File: src/rtl/pgsc_pkg.sv
package pgsc_pkg;

  localparam int POS_W  = 24;
  localparam int SPD_W  = 16;
  localparam int DIFF_W = POS_W + 1;
  localparam int SQ_W   = 2 * DIFF_W;
  localparam int ROOT_W = DIFF_W;
  localparam int ACC_W  = SQ_W + 1;
  localparam int DAMP_W = SPD_W + 2;
  localparam int GAP_W  = 23;
  localparam int GAIN_W = 16;
  localparam int OUT_W  = 17;

  typedef enum logic [2:0] {
    REG_TARGET_GAP  = 3'd0,
    REG_TICK_LENGTH = 3'd1,
    REG_GAIN_CORR   = 3'd2,
    REG_GAIN_DAMP   = 3'd3,
    REG_OVER_MARGIN = 3'd4
  } reg_idx_t;

  typedef struct packed {
    logic        [SPD_W-1:0] own_speed;
    logic signed [POS_W-1:0] front_x;
    logic signed [POS_W-1:0] front_y;
    logic        [SPD_W-1:0] lead_speed;
    logic        [SPD_W-1:0] base_speed;
    logic signed [POS_W-1:0] own_x;
    logic signed [POS_W-1:0] own_y;
  } in_item_t;

  typedef struct packed {
    logic [OUT_W-1:0] cmd_speed;
    logic             clamped_low;
    logic             clamped_high;
  } out_item_t;

  // values that ride alongside the root through the chain
  typedef struct packed {
    logic signed [DAMP_W-1:0] damp;
    logic        [SPD_W-1:0]  proj;
    logic        [SPD_W-1:0]  base;
  } side_t;

endpackage

File: src/rtl/pgsc_cell.sv
module pgsc_cell #(
  parameter int K = 0
) (
  input  logic                   clk,
  input  logic                   rst_n,
  input  logic                   vld_i,
  input  logic [pgsc_pkg::SQ_W-1:0]  n_i,
  input  logic [pgsc_pkg::ACC_W-1:0] r_i,
  input  pgsc_pkg::side_t        side_i,
  output logic                   vld_o,
  output logic [pgsc_pkg::SQ_W-1:0]  n_o,
  output logic [pgsc_pkg::ACC_W-1:0] r_o,
  output pgsc_pkg::side_t        side_o
);
  import pgsc_pkg::*;

  localparam logic [ACC_W-1:0] BIT = ACC_W'(1) << (2 * K);

  logic             vld_r;
  logic [SQ_W-1:0]  n_r, n_nxt;
  logic [ACC_W-1:0] r_r, r_nxt, trial;
  side_t            side_r;

  // one restoring step of the square root
  always_comb begin
    trial = r_i + BIT;
    if ({1'b0, n_i} >= trial) begin
      n_nxt = n_i - trial[SQ_W-1:0];
      r_nxt = (r_i >> 1) + BIT;
    end else begin
      n_nxt = n_i;
      r_nxt = r_i >> 1;
    end
  end

  always_ff @(posedge clk) begin
    if (!rst_n) begin
      vld_r <= 1'b0;
    end else begin
      vld_r <= vld_i;
    end
  end

  always_ff @(posedge clk) begin
    n_r    <= n_nxt;
    r_r    <= r_nxt;
    side_r <= side_i;
  end

  assign vld_o  = vld_r;
  assign n_o    = n_r;
  assign r_o    = r_r;
  assign side_o = side_r;

endmodule

File: config.mk
export PLATFORM = sky130hd
export DESIGN_NAME = pgsc_cell
export DESIGN_NICKNAME = d
export VERILOG_FILES = /design/src/rtl/pgsc_pkg.sv /design/src/rtl/pgsc_cell.sv
export SDC_FILE = /design/constraint.sdc
export NUM_CORES = 1
export LEC_CHECK = 0
export BUFFER_PORTS_ARGS = -buffer_cell sky130_fd_sc_hd__buf_2
export CAP_MARGIN = 20
export CORE_UTILIZATION = 50
export CTS_CLUSTER_SIZE = 30
export DETAILED_ROUTE_END_ITERATION = 10
export GPL_TIMING_DRIVEN = 0
export PLACE_DENSITY = 0.88
export SLEW_MARGIN = 25
export SYNTH_ARGS = -nofsm -noshare
export SYNTH_HDL_FRONTEND = slang
export SYNTH_SLANG_ARGS = --single-unit
File: constraint.sdc
create_clock -name clk -period 4.7 [get_ports clk]
set_clock_uncertainty 0.05 [all_clocks]
set_input_delay 0 -clock clk [delete_from_list [all_inputs] [get_ports clk]]
set_output_delay 0 -clock clk [all_outputs]
set_load 0.05 [all_outputs]
==> summary.md <==
- **result of the run** finished with violations
- **violated checks** hold timing
- **CTS hold repair buffers** 150
- **DR pass1 iterations** 7
- **clock transition at the registers of the reported paths** 70 ps
- **main flop type after synthesis** sky130_fd_sc_hd__dfxtp_1
- **core area** 0.0165 mm2
- **fraction of layout cells with a size suffix above 1** 26.9%
- **Setup CP Type** in -> reg
- **top cells by area, synth** sky130_fd_sc_hd__dfxtp_1 36%, sky130_fd_sc_hd__xnor2_1 8.0%, sky130_fd_sc_hd__ha_1 7.7%
- **detailed-route vias per instance** 5.94
- **initial core utilization** 51.0%
- **Antenna Violating Nets Remaining** 0
- **Max IR drop VDD** 268 uV
- **detailed-route wire length** 36,300 um
- **Die X** 132 um
- **number of H-tree levels** 4
- **vias in the first global route** 9,902
- **FILL cells** 1,095
- **total vias in the final route** 10,009
- **Yosys warning total** 0
- **Setup Viol. Count Final** 0
- **Root Buffer** sky130_fd_sc_hd__clkbuf_16
- **global-route wire length before repair** 54,200 um
- **floorplan die area** 0.0173 mm2
- **IO Pins** 306
- **clock buffer depth** 2
- **area share of the leading cell type in the synthesized netlist** 36.2%
- **height of the die** 132 um
- **number of buffers added on ports** 291
- **met2 GRT Util** 65.6%
- **fraction of the yosys area taken by sequential cells** 36.2%
- **minimum clock period** 4680 ps
- **final instance area** 0.0124 mm2
- **cell types with the highest counts after synthesis** 152 x sky130_fd_sc_hd__dfxtp_1, 142 x sky130_fd_sc_hd__nand2_1, 77 x sky130_fd_sc_hd__xnor2_1, 65 x sky130_fd_sc_hd__xor2_1, 63 x sky130_fd_sc_hd__nor2_1
- **cell internal power dissipation** 2550 uW
- **element type at the critical path start** input pin
- **dominant cell type by area after synthesis** sky130_fd_sc_hd__dfxtp_1
- **Hold Path Class** in -> reg
- **All-Layer GR Usage** 40.3%
- **number of antenna violations at the first check in global routing** 3
- **Hold Vio Cnt, Final** 3
- **total cell area at the placement stage** 0.0101 mm2
- **count of flip-flops with a built-in enable after synthesis** 0
- **largest net degree at the start of global routing** 18
- **cell with the most instances after synthesis** sky130_fd_sc_hd__dfxtp_1
- **fraction of registers with async set or reset after synthesis** 0%
- **required time reported for the critical path endpoint** 4970 ps
- **Netlist Area Pre-Place** 0.00840 mm2
- **total DRC errors in the routed layout** 0
- **Area growth, synth to finish** 47.6%
- **actual slew at the worst max-slew pin** 717 ps
- **reported leakage power** 0.00566 uW
- **Sink Count** 152
- **Final Max Tran Viols** 0
- **Final Hold Slack** -219 ps
- **number of buffers created by CTS** 17
- **Synthesized Nets** 1,193
- **global-route met1 utilization** 46.5%
- **Critical Path End Type** flip-flop
- **HPWL after detailed placement** 23,000 um
- **routability congestion estimate** 0.948
- **Top Usage Layer GRT** met2
- **# Max-Cap Violations** 0
- **Yosys cell types** 60
- **proportion of power drawn by flip-flops and latches** 34.3%
- **detailed-route wire length per cell** 21.5 um
- **layout net count** 1,655
- **TritonCTS clock tree** yes
- **Global Route met3 Usage** 9.61%
- **pwr dens** 335 mW/mm2
- **Comb power frac** 32.6%
- **Mapped Avg Cell Area** 8.52 um2
- **post-synthesis instance total** 986
- **Iteration-0 DRC Markers** 1,081
- **standard-cell rows** 47
- **upper clock frequency limit** 214 MHz
- **proportion of power drawn by the clock network** 33.1%
- **fraction of power spent switching nets** 38.5%
- **net load switching power** 1600 uW
- **global route overflow** 0
- **FF+latch count, synth** 152
- **Final period util** 99.6%
- **Worst Path Max Fanout** 10
- **Arrival @ worst endpoint** 4950 ps
- **headroom to the max-slew limit** 52.2%
## path summary, 6_finish.rpt
| path | start | endpoint | slack [ps] | depth (start not counted) |
|---|---|---|---|---|
| hold / removal | r_i[1] | r_o[0]$_DFF_P_ | -220 | 2 |
| setup / recovery | r_i[0] | r_o[13]$_DFF_P_ | 20 | 21 |
## placed cells by master (no fill, tap or decap), types with 9 or more instances in the layout
cell type and instances:
sky130_fd_sc_hd__dfxtp_1 152, sky130_fd_sc_hd__a21oi_1 50, sky130_fd_sc_hd__nor3_1 9, sky130_fd_sc_hd__nand2_1 141, sky130_fd_sc_hd__inv_1 13, sky130_fd_sc_hd__nand4_1 38
sky130_fd_sc_hd__o21ai_1 14, sky130_fd_sc_hd__xnor2_1 77, sky130_fd_sc_hd__xor2_1 63, sky130_fd_sc_hd__ha_1 52, sky130_fd_sc_hd__clkbuf_1 22, sky130_fd_sc_hd__buf_2 297
sky130_fd_sc_hd__a21o_1 37, sky130_fd_sc_hd__nor2_1 59, sky130_fd_sc_hd__and3_1 18, sky130_fd_sc_hd__o21ai_0 52, sky130_fd_sc_hd__nand3_1 39, sky130_fd_sc_hd__clkbuf_16 17
sky130_fd_sc_hd__dlygate4sd3_1 150, sky130_fd_sc_hd__nor3_2 9
## final cells by class
type / count / area, um2 / area share, %
diodes: 3 / 7.51 / 0.0606
plain buffers: 43 / 209 / 1.69
clock buffers: 18 / 439 / 3.54
clock inverters: 14 / 143 / 1.15
inverters: 13 / 48.8 / 0.394
multi-input cells: 774 / 5230 / 42.2
flip-flops and latches: 152 / 3040 / 24.5
well taps: 220 / 275 / 2.22
repair buffers: 447 / 3000 / 24.2
## metal layers
metal  up-vias  share of wire [%]
met5         -                  0
met4         0                7.4
met3       249                 11
met2       809                 46
met1      4562                 36
li1       4389                  -
## cells by family after synthesis
kind of cell | after synthesis | share of synthesized area, %
fa+ha+maj | 53 | 7.99
buf+inv | 60 | 3.05
xor+xnor | 142 | 14.8
compound gates | 205 | 15.6
flops | 152 | 36.2
mux | 6 | 0.760
simple gates | 368 | 21.6
## critical path: stages
cell	delay [ps]
sky130_fd_sc_hd__buf_2	210
sky130_fd_sc_hd__ha_1	230
sky130_fd_sc_hd__nand3_1	270
sky130_fd_sc_hd__nor2_4	230
sky130_fd_sc_hd__nand3_2	200
sky130_fd_sc_hd__nor3_4	250
sky130_fd_sc_hd__nand2_1	110
sky130_fd_sc_hd__xor2_1	170
sky130_fd_sc_hd__ha_1	410
sky130_fd_sc_hd__and3_1	280
sky130_fd_sc_hd__nand2_1	130
sky130_fd_sc_hd__nor3_2	340
sky130_fd_sc_hd__a21oi_1	220
sky130_fd_sc_hd__and4b_1	250
sky130_fd_sc_hd__a211oi_2	380
sky130_fd_sc_hd__o211ai_4	140
sky130_fd_sc_hd__buf_4	190
sky130_fd_sc_hd__nand2_4	170
sky130_fd_sc_hd__buf_2	340
sky130_fd_sc_hd__nand3_1	220
sky130_fd_sc_hd__xnor2_1	190
## timing repair
item	in CTS	in global routing
endpoints found under the hold margin	151	2
buffers inserted	3	3
endpoints found under the setup margin	101	100
pin swaps	2	2
gates resized for setup	9	32
## flip-flops by register name, indices dropped and copies added, names as in the netlist
name    flops
n_o        50
vld_o       1
r_o        51
side_o     50
## power groups by stage
stage / combinational (uW) / clock [uW] / sequential, uW
floorplan: 466 / 0 / 1820
global placement: 1160 / 0 / 1450
detailed placement: 1170 / 0 / 1450
CTS: 1280 / 1370 / 1420
global route: 1410 / 1440 / 1430
finish: 1350 / 1370 / 1430
## through the flow
| stage | utilization [%] | setup TNS (ps) | worst slack, ps | total power [uW] | cells |
|---|---|---|---|---|---|
| after floorplan | - | 0 | 350 | 2290 | 986 |
| after global placement | 61.5 | -74090 | -1040 | 2610 | 1497 |
| after detailed placement | 61.5 | -76570 | -1060 | 2620 | 1497 |
| after CTS | 74.5 | 0 | 37.9 | 4070 | 1682 |
| after global routing | 75.3 | -223 | -76.6 | 4280 | 1684 |
| final | 75.3 | 0 | 20.3 | 4150 | 1684 |
Power figures use the tool's default switching activity.
